`src/design/pca_pkg.sv`:
```
package pca_pkg;

   localparam int FRAC_BITS = 16;

   localparam logic [2:0] REG_KP    = 3'd0;
   localparam logic [2:0] REG_KI    = 3'd1;
   localparam logic [2:0] REG_KD    = 3'd2;
   localparam logic [2:0] REG_T     = 3'd3;
   localparam logic [2:0] REG_TAU   = 3'd4;
   localparam logic [2:0] REG_OMAX  = 3'd5;
   localparam logic [2:0] REG_OMIN  = 3'd6;
   localparam logic [2:0] REG_ILIM  = 3'd7;

   localparam logic OP_COMPUTE = 1'b0;
   localparam logic OP_CLEAR   = 1'b1;

   typedef struct packed {
      logic               opcode;
      logic signed [31:0] setpoint;
      logic signed [31:0] measurement;
   } req_type;

   typedef struct packed {
      logic signed [31:0] drive;
      logic signed [31:0] prop_term;
      logic signed [31:0] integ_term;
      logic signed [31:0] deriv_term;
      logic               saturated;
   } rsp_type;

   typedef struct packed {
      logic [30:0]        kp;
      logic [30:0]        ki;
      logic [30:0]        kd;
      logic [30:0]        t;
      logic [30:0]        tau;
      logic signed [31:0] omax;
      logic signed [31:0] omin;
      logic [63:0]        ilim;
   } cfg_type;

   typedef enum logic [4:0] {
      ST_IDLE, ST_CLEAR, ST_ERR, ST_MUL_P, ST_MUL_KT, ST_MUL_I, ST_INT,
      ST_MUL_A, ST_MUL_B, ST_NUM, ST_DIV, ST_DIV_END, ST_SUM, ST_BACK,
      ST_COMMIT, ST_OUT
   } state_type;

   typedef struct packed {
      logic load;
      logic clear;
      logic err;
      logic mul_p;
      logic mul_kt;
      logic mul_i;
      logic integ;
      logic mul_a;
      logic mul_b;
      logic num;
      logic div_step;
      logic div_end;
      logic sum;
      logic back;
      logic commit;
   } cmd_type;

   typedef struct packed {
      logic div_done;
   } status_type;

   function automatic logic signed [31:0] sat32(input logic signed [65:0] v);
      if (v > 66'sd2147483647) return 32'sh7fffffff;
      if (v < -66'sd2147483648) return 32'sh80000000;
      return v[31:0];
   endfunction

endpackage

```
`src/design/pca_ctrl.sv`:
```
module pca_ctrl (
   input  logic                   clock,
   input  logic                   reset,
   input  logic                   req_valid,
   input  logic                   req_opcode,
   output logic                   req_stall,
   output logic                   rsp_valid,
   input  logic                   rsp_stall,
   input  pca_pkg::status_type    status,
   output pca_pkg::cmd_type       cmd
);

   pca_pkg::state_type state_ff, state_in;

   always_ff @(posedge clock) begin
      if (reset) begin
         state_ff <= pca_pkg::ST_IDLE;
      end else begin
         state_ff <= state_in;
      end
   end

   always_comb begin
      state_in = state_ff;
      case (state_ff)
         pca_pkg::ST_IDLE: begin
            if (req_valid) begin
               state_in = (req_opcode == pca_pkg::OP_CLEAR) ? pca_pkg::ST_CLEAR
                                                             : pca_pkg::ST_ERR;
            end
         end
         pca_pkg::ST_CLEAR:   state_in = pca_pkg::ST_OUT;
         pca_pkg::ST_ERR:     state_in = pca_pkg::ST_MUL_P;
         pca_pkg::ST_MUL_P:   state_in = pca_pkg::ST_MUL_KT;
         pca_pkg::ST_MUL_KT:  state_in = pca_pkg::ST_MUL_I;
         pca_pkg::ST_MUL_I:   state_in = pca_pkg::ST_INT;
         pca_pkg::ST_INT:     state_in = pca_pkg::ST_MUL_A;
         pca_pkg::ST_MUL_A:   state_in = pca_pkg::ST_MUL_B;
         pca_pkg::ST_MUL_B:   state_in = pca_pkg::ST_NUM;
         pca_pkg::ST_NUM:     state_in = pca_pkg::ST_DIV;
         pca_pkg::ST_DIV: begin
            if (status.div_done) state_in = pca_pkg::ST_DIV_END;
         end
         pca_pkg::ST_DIV_END: state_in = pca_pkg::ST_SUM;
         pca_pkg::ST_SUM:     state_in = pca_pkg::ST_BACK;
         pca_pkg::ST_BACK:    state_in = pca_pkg::ST_COMMIT;
         pca_pkg::ST_COMMIT:  state_in = pca_pkg::ST_OUT;
         pca_pkg::ST_OUT: begin
            if (!rsp_stall) state_in = pca_pkg::ST_IDLE;
         end
         default: state_in = pca_pkg::ST_IDLE;
      endcase
   end

   always_comb begin
      cmd = '0;
      req_stall = 1'b1;
      rsp_valid = 1'b0;
      case (state_ff)
         pca_pkg::ST_IDLE: begin
            req_stall = 1'b0;
            cmd.load = req_valid;
         end
         pca_pkg::ST_CLEAR:   cmd.clear = 1'b1;
         pca_pkg::ST_ERR:     cmd.err = 1'b1;
         pca_pkg::ST_MUL_P:   cmd.mul_p = 1'b1;
         pca_pkg::ST_MUL_KT:  cmd.mul_kt = 1'b1;
         pca_pkg::ST_MUL_I:   cmd.mul_i = 1'b1;
         pca_pkg::ST_INT:     cmd.integ = 1'b1;
         pca_pkg::ST_MUL_A:   cmd.mul_a = 1'b1;
         pca_pkg::ST_MUL_B:   cmd.mul_b = 1'b1;
         pca_pkg::ST_NUM:     cmd.num = 1'b1;
         pca_pkg::ST_DIV:     cmd.div_step = 1'b1;
         pca_pkg::ST_DIV_END: cmd.div_end = 1'b1;
         pca_pkg::ST_SUM:     cmd.sum = 1'b1;
         pca_pkg::ST_BACK:    cmd.back = 1'b1;
         pca_pkg::ST_COMMIT:  cmd.commit = 1'b1;
         pca_pkg::ST_OUT:     rsp_valid = 1'b1;
         default: ;
      endcase
   end

   a_no_accept_busy: assert property (@(posedge clock) disable iff (reset)
      (state_ff != pca_pkg::ST_IDLE) |-> req_stall)
      else $error("input taken while busy");
   a_rsp_holds: assert property (@(posedge clock) disable iff (reset)
      (rsp_valid && rsp_stall) |=> rsp_valid)
      else $error("result dropped under stall");
   a_div_to_end: assert property (@(posedge clock) disable iff (reset)
      (state_ff == pca_pkg::ST_DIV && status.div_done) |=> cmd.div_end)
      else $error("division end skipped");

endmodule

```
`config.mk`:
```
export PLATFORM = sky130hd
export DESIGN_NAME = pca_ctrl
export DESIGN_NICKNAME = d
export VERILOG_FILES = /design/src/design/pca_pkg.sv /design/src/design/pca_ctrl.sv
export SDC_FILE = /design/constraint.sdc
export NUM_CORES = 1
export LEC_CHECK = 0
export ABC_AREA = 0
export CELL_PAD_IN_SITES_DETAIL_PLACEMENT = 2
export CELL_PAD_IN_SITES_GLOBAL_PLACEMENT = 2
export CORE_UTILIZATION = 27
export DETAILED_ROUTE_END_ITERATION = 10
export DONT_BUFFER_PORTS = 1
export GPL_TIMING_DRIVEN = 1
export PLACE_DENSITY = 0.83
export SYNTH_ARGS = -nofsm -noshare
export SYNTH_HDL_FRONTEND = slang
export SYNTH_SLANG_ARGS = --single-unit
```
`constraint.sdc`:
```
create_clock -name clock -period 2.2 [get_ports clock]
set_clock_uncertainty 0.05 [all_clocks]
set_input_delay 0.22 -clock clock [delete_from_list [all_inputs] [get_ports clock]]
set_output_delay 0.22 -clock clock [all_outputs]
set_load 0.01 [all_outputs]
```
## Yosys cells after proc, flatten, opt, wreduce, memory -nomap -nowiden

Cells that the tools add are included.

| storage, ports and cells | value |
|---|---|
| register bits | 5 |
| bits of input ports | 6 |
| output and inout bits | 17 |
| logic and storage cells | 44 |

| operators by class | value |
|---|---|
| equal/unequal tests | 18 |
| multiplexer cells | 22 |
| reductions and logical operators | 3 |

Operator list:

| kind | count |
|---|---|
| case mux 5 bit (15 select lines) | 1 |
| == test 5 x 4 -> 1 bit (second input constant) | 8 |
| == test 5 x 3 -> 1 bit (second input constant) | 4 |
| two-way mux 1 bit | 17 |
| two-way mux 5 bit | 3 |
| == test 5 x 2 -> 1 bit (second input constant) | 2 |
| inequality test 2 bit (second input constant) | 3 |
| == test 5 x 1 -> 1 bit (second input constant) | 1 |
| zero test 5 bit | 1 |
| AND reduction 3 bit | 1 |
| two-way mux 2 bit | 1 |
| OR reduction 2 bit | 1 |

## Logic depth before layout (Yosys ltp)

| depth | value |
|---|---|
| depth after elaboration | 3 |
| depth in mapped cells | 5 |
| depth with buffers taken out | 4 |

## Least setup slack after synthesis

OpenSTA, ideal clock, no wires.

| timing | value |
|---|---|
| path kind | reg2out |
| start | register state_ff[2] |
| end | output port cmd[6] (netlist bit) |
| arrival time | 0.999 ns |
| required time | 1.930 ns |
| setup slack | 0.931 ns |
| stages on the path, launching flop included | 4 |
| cell sequence | dfxtp_1 > buf_4 > or2b_1 > nor3_1 |

RTL lines:

| element | RTL line | text |
|---|---|---|
| start, declared | pca_ctrl.sv:13 | `pca_pkg::state_type state_ff, state_in;` |
| start signal, assigned | pca_ctrl.sv:17 | `state_ff <= pca_pkg::ST_IDLE;` |
| start signal, assigned | pca_ctrl.sv:19 | `state_ff <= state_in;` |
| end, declared | pca_ctrl.sv:10 | `output pca_pkg::cmd_type cmd` |

==> summary.md <==
| Metric | Value |
|---|---|
| TritonCTS Buffers | 3 |
| Worst setup EP type | primary output |
| Outcome | completed |
| Top flop regs | state_ff: 4 flops |
| Slew HR | 0.672 |
| Max Cap Viol | 0 |
| Drt drc | 0 |
| Gate count after technology mapping | 54 |
| Critical setup path kind | reg2out |
| Initial core utilization | 0.304 |
| Commonest non-fill, non-tap cell in the layout | nor2_1 |
| R2R cell count | 4 |
| WP depth | 2 |
| Fillcell total | 160 |
| WHS Path Cells | 1 |
| RSZ-0062 raised after global routing | false |
| Final wirelength | 1.20 mm |
| Worst slew pin tran | between 400 and 500 ps |
| Die width | ~38 um |
| Vias in the first global route | approximately 390 |
| Clk buf depth | 2 |
| Largest net degree at the start of global routing | 17 |
| Global placer's final weighted congestion | 0.699 |
| Largest register FFs | 4 |
| Peak supply drop | 0.588 mV |
| Largest reg by FF count | state_ff |
| Grt ovf | 0 |
| Clk slew on worst S/H paths | 40 ps |
| Worst path max stage delay | 620 ps |
| Final period util | 0.813 |
| Worst Min Path Start | reset |
| Slew Viols, Final | 0 |
| Routed Antenna Nets | 0 |
| Core area | approximately 1200 sq um |
| Die Footprint | between 1000 and 1500 sq um |
| Crit Path Max Fanout | 16 |
| Synthesized cell area | about 350 sq um |
| Min Tclk post-route | approximately 1800 ps |
| Sequential fraction of the synthesis area | 0.228 |
| Final hold viol count | 0 |
| Bufs and invs on worst path | 0 |
| Worst-Skew Late Latency | ~240 ps |
| Post-CTS setup buffers | 0 |
| Synthesis-to-finish area growth | 9.25% |
| I/O pins | 23 |
| Syn Area/Cell | about 6.5 sq um |
| Worst setup SP type | register |
| CTS H-tree depth | 1 |
| CTS Hold Bufs | 1 |
| Reg-to-reg startpoint | state_ff[3] |
| Hold endpoint | state_ff[1] |
| Row cnt | 12 |
| # diodes | 0 |
| Post-CTS sizing | 0 |
| Fin Hold WS | 11.3 ps |
| R2R Setup Slk | approximately 700 ps |
| Cell Chain, Critical Path | or2b_1 > nor3_1 |
| Slowest CP cell | dfxtp_1 |
| DPL Wire Length | roughly 780 um |
| CTS tree | done |
| Yosys warnings | 0 |
| Drt initial violations | 2 |
| Vias per cell | around 5.7 |
| Yosys reg bits | 4 |
| Worst hold path type | in2reg |
| DIE HEIGHT | between 30 and 40 um |
| Pleak | 0.136 nW |
| Synth cell types | 17 |
| GR Util All Layers | 0.178 |
| Post-Place Worst Slack | 662 ps |
| Max Freq | about 560 MHz |
| Wire per inst | roughly 17 um |
| Top delay family on crit path | simple AND/OR/NAND/NOR gates |
| CTS sink cnt | 4 |
| Net Count, Synth | 60 |
| PD cells | about 1300 nW/um^2 |
| Fraction of layout cells with a size suffix above 1 | 0.0545 |
| Fin Setup TNS | 0 ps |
| Root Buffer | clkbuf_4 |
| Fin worst setup slack | about 400 ps |
| Antenna violations before repair | 0 |
| FF-to-FF End | state_ff[0] |
| Buffers on Ports | 0 |
| Final nets | 63 |
| Vias | about 400 |
| Setup violations, final | 0 |
| Most frequent cells in the layout | nor2_1 (12), nor3_1 (8) |
| Arr. time, crit path | roughly 1500 ps |
| CP Data Required Time | about 1900 ps |
| First-pass GRT wire length | about 1.8 mm |
| DRT Pass-1 Iters | 2 |
## worst reg2reg max path, cell delays in order, from the launching register on
cell and delay, ps:
dfxtp_1 620, nand2_1 240, nor2_1 290, nand2_1 90, a21oi_1 140
## where the power goes
group          internal [mW]  leakage (nW)  total, mW  switching, mW
clock network         0.0612        0.0138     0.0942         0.0330
logic                 0.0847        0.0886      0.217          0.132
registers             0.0974        0.0332      0.184         0.0861
total                  0.243         0.136      0.495          0.251
## metrics by stage
step            util  cell area (sq um)  total power, mW  std cells
2_1_floorplan      -                352            0.366         54
4_1_cts        0.324                374            0.492         68
5_1_grt        0.332                384            0.538         69
3_5_place_dp   0.295                342            0.396         64
6_report       0.332                384            0.495         69
3_3_place_gp   0.295                342            0.384         64
## layout make-up
type,count,area (sq um),share of cell area
Clock buffer,3,22.5,0.0586
Timing Repair Buffer,2,20.0,0.0521
Inverter,1,3.75,0.00977
Multi-Input combinational cell,45,240,0.625
Sequential cell,4,80.1,0.208
Tap cell,14,17.5,0.0456
## synth_stat cells
cell type	count	area (sq um)
o22ai_1	1	6.26
nand3b_1	1	7.51
nand2_1	4	15.0
nor3_1	8	40.0
mux2i_1	1	10.0
buf_2	1	5.00
a21oi_1	4	20.0
and3_1	1	6.26
o31ai_1	1	7.51
nand2b_1	4	25.0
a211oi_1	3	22.5
nor2_1	12	45.0
inv_1	1	3.75
a31oi_1	2	12.5
or2b_1	3	22.5
dfxtp_1	4	80.1
buf_4	3	22.5
## per-layer routing
layer,vias to the layer above,track usage,part of all wire,wire length [um]
met5,-,0,0,0
met2,24,0.275,0.44,530
li1,189,-,-,-
met4,0,0,0,0
met3,0,0.110,0.11,137
met1,177,0.221,0.44,532
## cell families after synthesis
| kind of cell | count (synthesis) | synth area share |
|---|---|---|
| and+or+nand+nor | 33 | 0.459 |
| DFF | 4 | 0.228 |
| muxes | 1 | 0.0285 |
| AOI/OAI and AO/OA | 11 | 0.196 |
| buffers and inverters | 5 | 0.0889 |
## worst max path at each step
stage	start	endpoint	slack [ps]
floorplan	state_ff[2]	cmd[6]	930
global placement	state_ff[3]	cmd[6]	690
detailed placement	state_ff[3]	cmd[6]	660
CTS	state_ff[3]	cmd[6]	420
global route	state_ff[3]	cmd[6]	310
finish	state_ff[3]	cmd[6]	410
Note: power is estimated with default switching activity, not from simulation.
