File: config.mk
export PLATFORM = sky130hd
export DESIGN_NAME = pca_csr
export DESIGN_NICKNAME = d
export VERILOG_FILES = /design/src/design/pca_pkg.sv /design/src/design/pca_csr.sv
export SDC_FILE = /design/constraint.sdc
export NUM_CORES = 1
export LEC_CHECK = 0
export BUFFER_PORTS_ARGS = -buffer_cell sky130_fd_sc_hd__buf_4
export CAP_MARGIN = 0
export CORE_ASPECT_RATIO = 0.9
export CORE_MARGIN = 3
export CORE_UTILIZATION = 25
export DETAILED_ROUTE_END_ITERATION = 10
export HOLD_SLACK_MARGIN = 0.1
export SETUP_SLACK_MARGIN = 0.4
export SLEW_MARGIN = 15
export SYNTH_ARGS = -nofsm -noshare
export SYNTH_HDL_FRONTEND = slang
export SYNTH_SLANG_ARGS = --single-unit
File: constraint.sdc
create_clock -name clock -period 3.91 [get_ports clock]
set_input_delay 0.782 -clock clock [delete_from_list [all_inputs] [get_ports clock]]
set_output_delay 0.782 -clock clock [all_outputs]
set_load 0.005 [all_outputs]
File: src/design/pca_pkg.sv
package pca_pkg;

   localparam int FRAC_BITS = 16;

   localparam logic [2:0] REG_KP    = 3'd0;
   localparam logic [2:0] REG_KI    = 3'd1;
   localparam logic [2:0] REG_KD    = 3'd2;
   localparam logic [2:0] REG_T     = 3'd3;
   localparam logic [2:0] REG_TAU   = 3'd4;
   localparam logic [2:0] REG_OMAX  = 3'd5;
   localparam logic [2:0] REG_OMIN  = 3'd6;
   localparam logic [2:0] REG_ILIM  = 3'd7;

   localparam logic OP_COMPUTE = 1'b0;
   localparam logic OP_CLEAR   = 1'b1;

   typedef struct packed {
      logic               opcode;
      logic signed [31:0] setpoint;
      logic signed [31:0] measurement;
   } req_type;

   typedef struct packed {
      logic signed [31:0] drive;
      logic signed [31:0] prop_term;
      logic signed [31:0] integ_term;
      logic signed [31:0] deriv_term;
      logic               saturated;
   } rsp_type;

   typedef struct packed {
      logic [30:0]        kp;
      logic [30:0]        ki;
      logic [30:0]        kd;
      logic [30:0]        t;
      logic [30:0]        tau;
      logic signed [31:0] omax;
      logic signed [31:0] omin;
      logic [63:0]        ilim;
   } cfg_type;

   typedef enum logic [4:0] {
      ST_IDLE, ST_CLEAR, ST_ERR, ST_MUL_P, ST_MUL_KT, ST_MUL_I, ST_INT,
      ST_MUL_A, ST_MUL_B, ST_NUM, ST_DIV, ST_DIV_END, ST_SUM, ST_BACK,
      ST_COMMIT, ST_OUT
   } state_type;

   typedef struct packed {
      logic load;
      logic clear;
      logic err;
      logic mul_p;
      logic mul_kt;
      logic mul_i;
      logic integ;
      logic mul_a;
      logic mul_b;
      logic num;
      logic div_step;
      logic div_end;
      logic sum;
      logic back;
      logic commit;
   } cmd_type;

   typedef struct packed {
      logic div_done;
   } status_type;

   function automatic logic signed [31:0] sat32(input logic signed [65:0] v);
      if (v > 66'sd2147483647) return 32'sh7fffffff;
      if (v < -66'sd2147483648) return 32'sh80000000;
      return v[31:0];
   endfunction

endpackage

File: src/design/pca_csr.sv
module pca_csr (
   input  logic              clock,
   input  logic              reset,
   input  logic              csr_valid,
   output logic              csr_ready,
   input  logic [2:0]        csr_index,
   input  logic [63:0]       csr_data,
   output pca_pkg::cfg_type  cfg
);

   pca_pkg::cfg_type cfg_ff;

   assign csr_ready = 1'b1;
   assign cfg = cfg_ff;

   always_ff @(posedge clock) begin
      if (reset) begin
         cfg_ff <= '{kp: 31'd0, ki: 31'd0, kd: 31'd0, t: 31'd65536, tau: 31'd131072,
                     omax: 32'sd0, omin: 32'sd0, ilim: 64'd0};
      end else if (csr_valid) begin
         case (csr_index)
            pca_pkg::REG_KP:   cfg_ff.kp   <= csr_data[30:0];
            pca_pkg::REG_KI:   cfg_ff.ki   <= csr_data[30:0];
            pca_pkg::REG_KD:   cfg_ff.kd   <= csr_data[30:0];
            pca_pkg::REG_T:    cfg_ff.t    <= csr_data[30:0];
            pca_pkg::REG_TAU:  cfg_ff.tau  <= csr_data[30:0];
            pca_pkg::REG_OMAX: cfg_ff.omax <= csr_data[31:0];
            pca_pkg::REG_OMIN: cfg_ff.omin <= csr_data[31:0];
            pca_pkg::REG_ILIM: cfg_ff.ilim <= csr_data;
            default: ;
         endcase
      end
   end

endmodule

### After elaboration in Yosys (flattened, before gate mapping)

Cells that the tools add are included.

| storage, ports and cells | value |
|---|---|
| latch bits | 0 |
| register bits after elaboration | 283 |
| memory bits (writable) | 0 |
| memories | 0 |
| output and inout port bits | 284 |
| memory bits (read-only) | 0 |
| logic and storage cells | 24 |

| cells by class | value |
|---|---|
| div/mod/pow operators | 0 |
| multiply operators | 0 |
| bitwise operators | 0 |
| shift operators | 0 |
| reduce and logical (&&, ||, !) cells | 9 |
| multiplexer cells | 0 |
| order comparisons | 0 |
| $add $sub $neg | 0 |
| equality and inequality tests | 7 |

Operator list:

| cell | number |
|---|---|
| 2-bit AND reduction | 8 |
| 3-bit == test (second input constant) | 4 |
| 3-bit by 2-bit == test with 1-bit output (second input constant) | 2 |
| 3-bit by 1-bit == test with 1-bit output (second input constant) | 1 |
| 3-bit logical NOT | 1 |

### Logic depth before layout (Yosys ltp)

Gate-level depths: netlist (run 1).

| depth | value |
|---|---|
| depth after elaboration | 2 |
| depth in mapped cells | 5 |
| depth with buffers taken out | 2 |

### Worst setup path before layout (run 1)

Ideal clock, no wire load.

| timing | value |
|---|---|
| kind | input to register |
| start point | in csr_index[2] |
| end point | reg cfg_ff, in the netlist cfg[273] |
| data required time | 3,781 ps |
| setup slack | 1,961 ps |
| library setup time | 129 ps |
| path buffers | 3 |
| cell stages on the path | 5 |
| data arrival time | 1,820 ps |
| cell sequence | buf_2 > or4b_1 > buf_6 > buf_8 > mux2i_1 |

| on the way | value |
|---|---|
| cells in the longest elaborated chain, start to end | 2 |

RTL lines:

| element | RTL line | text |
|---|---|---|
| start, declared | pca_csr.sv:6 | `input logic [2:0] csr_index,` |
| 3-bit logical NOT | pca_csr.sv:21 | `case (csr_index)` |
| 2-bit AND reduction (no source line) | - |  |
| end signal, assigned | pca_csr.sv:18 | `cfg_ff <= '{kp: 31'd0, ki: 31'd0, kd: 31'd0, t: 31'd65536, tau: 31'd131072,` |
| end, declared | pca_csr.sv:11 | `pca_pkg::cfg_type cfg_ff;` |

No other way between the ends.
A chain may end at the register's enable or synchronous reset.

==> results of run 1 <==
-- through the flow --
step,util,hold slack (ns),setup WS [ns]
5_1_grt,0.3511,0.4874,1.810
6_report,0.3511,0.4682,1.980
3_3_place_gp,0.3250,0.4596,1.504
2_1_floorplan,-,0.4650,1.961
3_5_place_dp,0.3250,0.4638,1.441
4_1_cts,0.3511,0.4718,2.006
-- worst max-delay path, stage by stage --
cell      delay (ns)
buf_6           0.40
buf_4           0.37
buf_4           0.42
nand2b_1        0.17
mux2i_1         0.07
-- final cells by class --
type,count,area [um^2]
repair buffers,371,2801
flip-flops and latches,283,5665
clock buffers,50,1035
well taps,600,750.7
clock inverters,8,121.4
multi-input cells,644,5177
fillers,4497,28750
-- layout by cell type (no fill, tap or decap), types with 3 or more instances in the layout --
master,count
nand2b_1,345
bufinv_16,3
nor2_1,4
dfxtp_1,283
nand4b_1,3
clkbuf_8,6
mux2i_1,283
buf_4,369
clkbuf_16,37
clkinv_2,3
clkbuf_1,7
-- power groups by stage --
stage	sequential (mW)	clock, mW	combinational [mW]
floorplan	3.05	0	0.247
global placement	3.05	0	0.494
detailed placement	3.05	0	0.499
CTS	2.98	3.38	0.502
global route	2.99	3.49	0.528
finish	2.99	3.26	0.489
-- kinds of logic after synthesis --
group,synth area share
multiplexers,0.2517
other,0.0003332
flip-flops,0.5033
AND/OR/NAND/NOR,0.2036
buffers and inverters,0.04102
-- metal layers --
layer  share of wire  global-route usage  routed length, um  vias to the layer above
li1                -                   -                  -                     3971
met1            0.46              0.1867              16180                     3888
met2            0.46              0.2315              16170                      230
met3           0.066             0.03938               2343                       51
met4           0.022             0.04586                779                        4
met5         0.00079                   0                 28                        -
-- worst paths after layout --
| kind | from | end | slack (ns) | cells past startpoint |
|---|---|---|---|---|
| max reg2reg | cfg[190]$_SDFFE_PP0P_ | cfg[190]$_SDFFE_PP0P_ | 3.24 | 2 |
| min | cfg[252]$_SDFFE_PP0P_ | cfg[252]$_SDFFE_PP0P_ | 0.47 | 2 |
| max | reset | cfg[38]$_SDFFE_PP0P_ | 1.98 | 5 |
| min reg2reg | cfg[252]$_SDFFE_PP0P_ | cfg[252]$_SDFFE_PP0P_ | 0.47 | 2 |
==> impl_metrics.tcl, run 1 <==
set metrics [dict create \
    status "finished clean" \
    start_kind "input pin" \
    gp_congestion 0.7279 \
    port-buffer-count 352 \
    wire_per_inst_um 18.15 \
    powerDensity_mw_per_mm2 432.8 \
    clk_pin_slew_ns 0.05 \
    fin_area_mm2 0.01555 \
    p_sw_frac 0.2233 \
    vias_per_cell 4.164 \
    synth_nets 1100 \
    synth_cell_types 18 \
    synth_area_leaders "dfxtp_1, mux2i_1, nand2b_1" \
    grt_max_degree 77 \
    post-route-period-util 0.4935 \
    ys.flop_type "dfxtp_1" \
    grt_usage 0.1437 \
    postCtsResizedCells 0 \
    required_ns 4.26 \
    intPower_mw 5.227 \
    switching_power_mw 1.503 \
    drt_wl_total_um 35510 \
    synth_top_area_share 0.5033 \
    clockBufferDepth 3 \
    layout-drive-gt1-share 0.3149 \
    grt_pass1_vias 8332 \
    pwr-share-comb 0.073 \
    slew_headroom 0.2643 \
    synth.cells.most_frequent "nand2b_1, dfxtp_1, mux2i_1" \
    rsz0062_at_grt "false" \
    seq_power_share 0.444 \
    hp-class "register to register" \
    ios 354 \
    cts_root_buffer "clkbuf_16" \
    largest_reg_flops 283 \
    grt_overflow 0 \
    power_mw 6.730 \
    cts_setup_buffers 0 \
    worstPathMaxFanout 76 \
    dpl-instance-area_mm2 0.01440 \
    grt_first_pass_wirelength_um 52670 \
    std_cell_rows 73 \
    clkPwrFrac 0.484 \
    setup_viol 0 \
    synth-edff-count 0 \
    peakVddDrop_mv 0.2546 \
    fp.dieH_um 207.3 \
    dieWidth_um 229.7 \
    setup.worst_path.end_class "register" \
    drt-initial-drc-count 280 \
    syn_inst 1030 \
    vias 8144 \
    async_flop_share 0 \
    cts_tree "done" \
    holdBufCountCts 0 \
    drtPass1Iterations 4 \
    htree_levels 2 \
    hold_violations 0 \
    tns_ns 0 \
    post-dp-hpwl_um 24830 \
    syn_to_final_growth_pct 38.16 \
    synthMostInstantiatedCell "nand2b_1" \
    tightest_slew_ns 1.103 \
    clkLatencyLatePin_ns 0.52 \
    worstSetupPathType "input pin to register" \
    post-route-drc-count 0 \
    min_period_ns 1.930 \
    worstPathArrival_ns 2.28 \
    cts_buffers 34 \
    diodes 0 \
    initial_core_util 0.2541 \
    cts_sinks 283 \
    ys_ff_latch 283 \
    drv_slew 0 \
    synth_top_cell_by_area "dfxtp_1" \
    dp.cells 1898 \
    syn_avg_cell_area_um2 10.93 \
    drv_cap 0 \
    antenna_found_initial 2 \
    core_area_mm2 0.04430 \
    fin_skew_ns 0 \
    p_leak_nw 7.623 \
    ys_seq_area_frac 0.5033 \
    yosys_warnings 0 \
    layout.nets 1404 \
    max_freq_mhz 518.2 \
    finalNonFillerCells 1956 \
    antenna_left 0 \
    dieArea_mm2 0.04761 \
    syn_area_mm2 0.01126 \
]
No activity file was read; power rests on OpenSTA's default activity.
==> inputs of run 2 (changes only) <==
clock period = 1.83 ns   (was 3.91 ns; I/O delays follow)
==> impl_metrics.tcl, run 2 (same netlist as run 1, synthesis figures left out) <==
set metrics [dict create \
    pwr-share-comb 0.091 \
    peakVddDrop_mv 0.6906 \
    switching_power_mw 3.215 \
    worstPathCellList "buf_6" \
    vias 8586 \
    post-route-drc-count 0 \
    core_area_mm2 0.04430 \
    drt-initial-drc-count 346 \
    status "finished clean" \
    crit_buf_inv 1 \
    grt_max_degree 74 \
    clockBufferDepth 3 \
    intPower_mw 10.76 \
    worstPathMaxFanout 2 \
    crit_path_top_delay_cell "dfxtp_2" \
    required_ns 1.46 \
    hp-class "input pin to register" \
    grt_overflow 0 \
    syn_to_final_growth_pct 57.98 \
    grt_first_pass_wirelength_um 54980 \
    cp_top_family "flip-flops" \
    clkPwrFrac 0.450 \
    antenna_found_initial 1 \
    drv_cap 0 \
    drt_wl_total_um 36730 \
    pre_cts_slack_ns 0.2161 \
    grt_pass1_vias 8687 \
    wire_per_inst_um 17.76 \
    min_period_ns 1.407 \
    fp.dieH_um 207.3 \
    port-buffer-count 352 \
    ios 354 \
    cts_tree "done" \
    dp.cells 1930 \
    clkLatencyLatePin_ns 0.57 \
    drtPass1Iterations 6 \
    largest_reg_flops 283 \
    layout-drive-gt1-share 0.5327 \
    post-dp-hpwl_um 25140 \
    seq_power_share 0.459 \
    post-route-period-util 0.7686 \
    setup_ws_ns 0.4234 \
    worstSetupPathType "register to output pin" \
    max_freq_mhz 710.9 \
    worstPathArrival_ns 1.04 \
    power_mw 13.98 \
    diodes 0 \
    vias_per_cell 4.152 \
    setup.worst_path.end_class "output pin" \
    gp_congestion 0.7842 \
    start_kind "register" \
    layout.nets 1516 \
    final_cell_mix "nand2b_1, mux2i_1, dfxtp_2" \
    cts_root_buffer "clkbuf_16" \
    drv_slew 0 \
    p_leak_nw 8.475 \
    antenna_left 0 \
    cp-startpoint "cfg[223]$_SDFFE_PP0P_" \
    layout_commonest_cell "nand2b_1" \
    tns_ns 0 \
    htree_levels 1 \
    clk_pin_slew_ns 0.06 \
    grt_usage 0.1470 \
    rsz0062_at_grt "true" \
    fin_skew_ns 0 \
    cts_buffers 31 \
    dieArea_mm2 0.04761 \
    initial_core_util 0.2541 \
    std_cell_rows 73 \
    hold_violations 0 \
    r2r_start "cfg[268]$_SDFFE_PP0P_" \
    powerDensity_mw_per_mm2 786.2 \
    cts_sinks 283 \
    cpPeakStageDelay_ns 0.36 \
    finalNonFillerCells 2068 \
    setup_viol 0 \
    p_sw_frac 0.2300 \
    dieWidth_um 229.7 \
    hp-start "csr_data[31]" \
]
==> run 2: cell count changes in the layout (fill, tap and decap cells not counted), sizes merged <==
cell	change
buf	+80
clkbuf	-3
dlygate4sd3	+35
bufinv	-1
clkinv	+1
inv	+1
clkinvlp	-1
==> run 2: per-stage QoR <==
stage               area [um^2]  hold WS (ns)    util
finish                    17780        0.1664  0.4014
global route              17780        0.1307  0.4014
CTS                       17000        0.1200  0.3837
detailed placement        14750        0.4622  0.3329
global placement          14750        0.4589  0.3329
floorplan                 11270        0.4650       -
==> run 2: routing by layer <==
metal / GRT usage / vias up / share of wire
met3: 0.05228 / 57 / 0.083
met1: 0.1885 / 4102 / 0.43
met2: 0.2379 / 234 / 0.46
li1: - / 4191 / -
met4: 0.03201 / 2 / 0.023
met5: 0 / - / 0.00041
==> run 2: area by class of cell <==
cell class | count | area, um^2
fillers | 4252 | 26520
flip-flops and latches | 283 | 6015
multi-input cells | 644 | 5177
repair buffers | 486 | 4822
clock buffers | 47 | 915.9
well taps | 600 | 750.7
clock inverters | 8 | 101.3
==> run 2: power by group through the flow <==
stage / clock network, mW / registers, mW / logic (mW)
after floorplan: 0 / 6.51 / 0.530
after global placement: 0 / 6.51 / 1.11
after detailed placement: 0 / 6.51 / 1.12
after CTS: 6.51 / 6.40 / 1.24
after global routing: 6.77 / 6.43 / 1.37
final: 6.29 / 6.42 / 1.27
==> run 2: timing repair <==
action | 4_1_cts | 5_1_grt
endpoints found under the hold margin | 35 | 0
setup endpoints to repair | 186 | 222
gates resized for setup | 325 | 209
hold buffers | 35 | 0
setup buffers | 17 | 31
==> run 2: path summary, 6_finish.rpt <==
path / slack (ns) / cells after the start / to
setup / recovery: 0.42 / 1 / cfg[223]
setup reg to reg: 1.01 / 4 / cfg[268]$_SDFFE_PP0P_
hold / removal: 0.17 / 3 / cfg[127]$_SDFFE_PP0P_
hold reg to reg: 0.47 / 2 / cfg[60]$_SDFFE_PP0P_
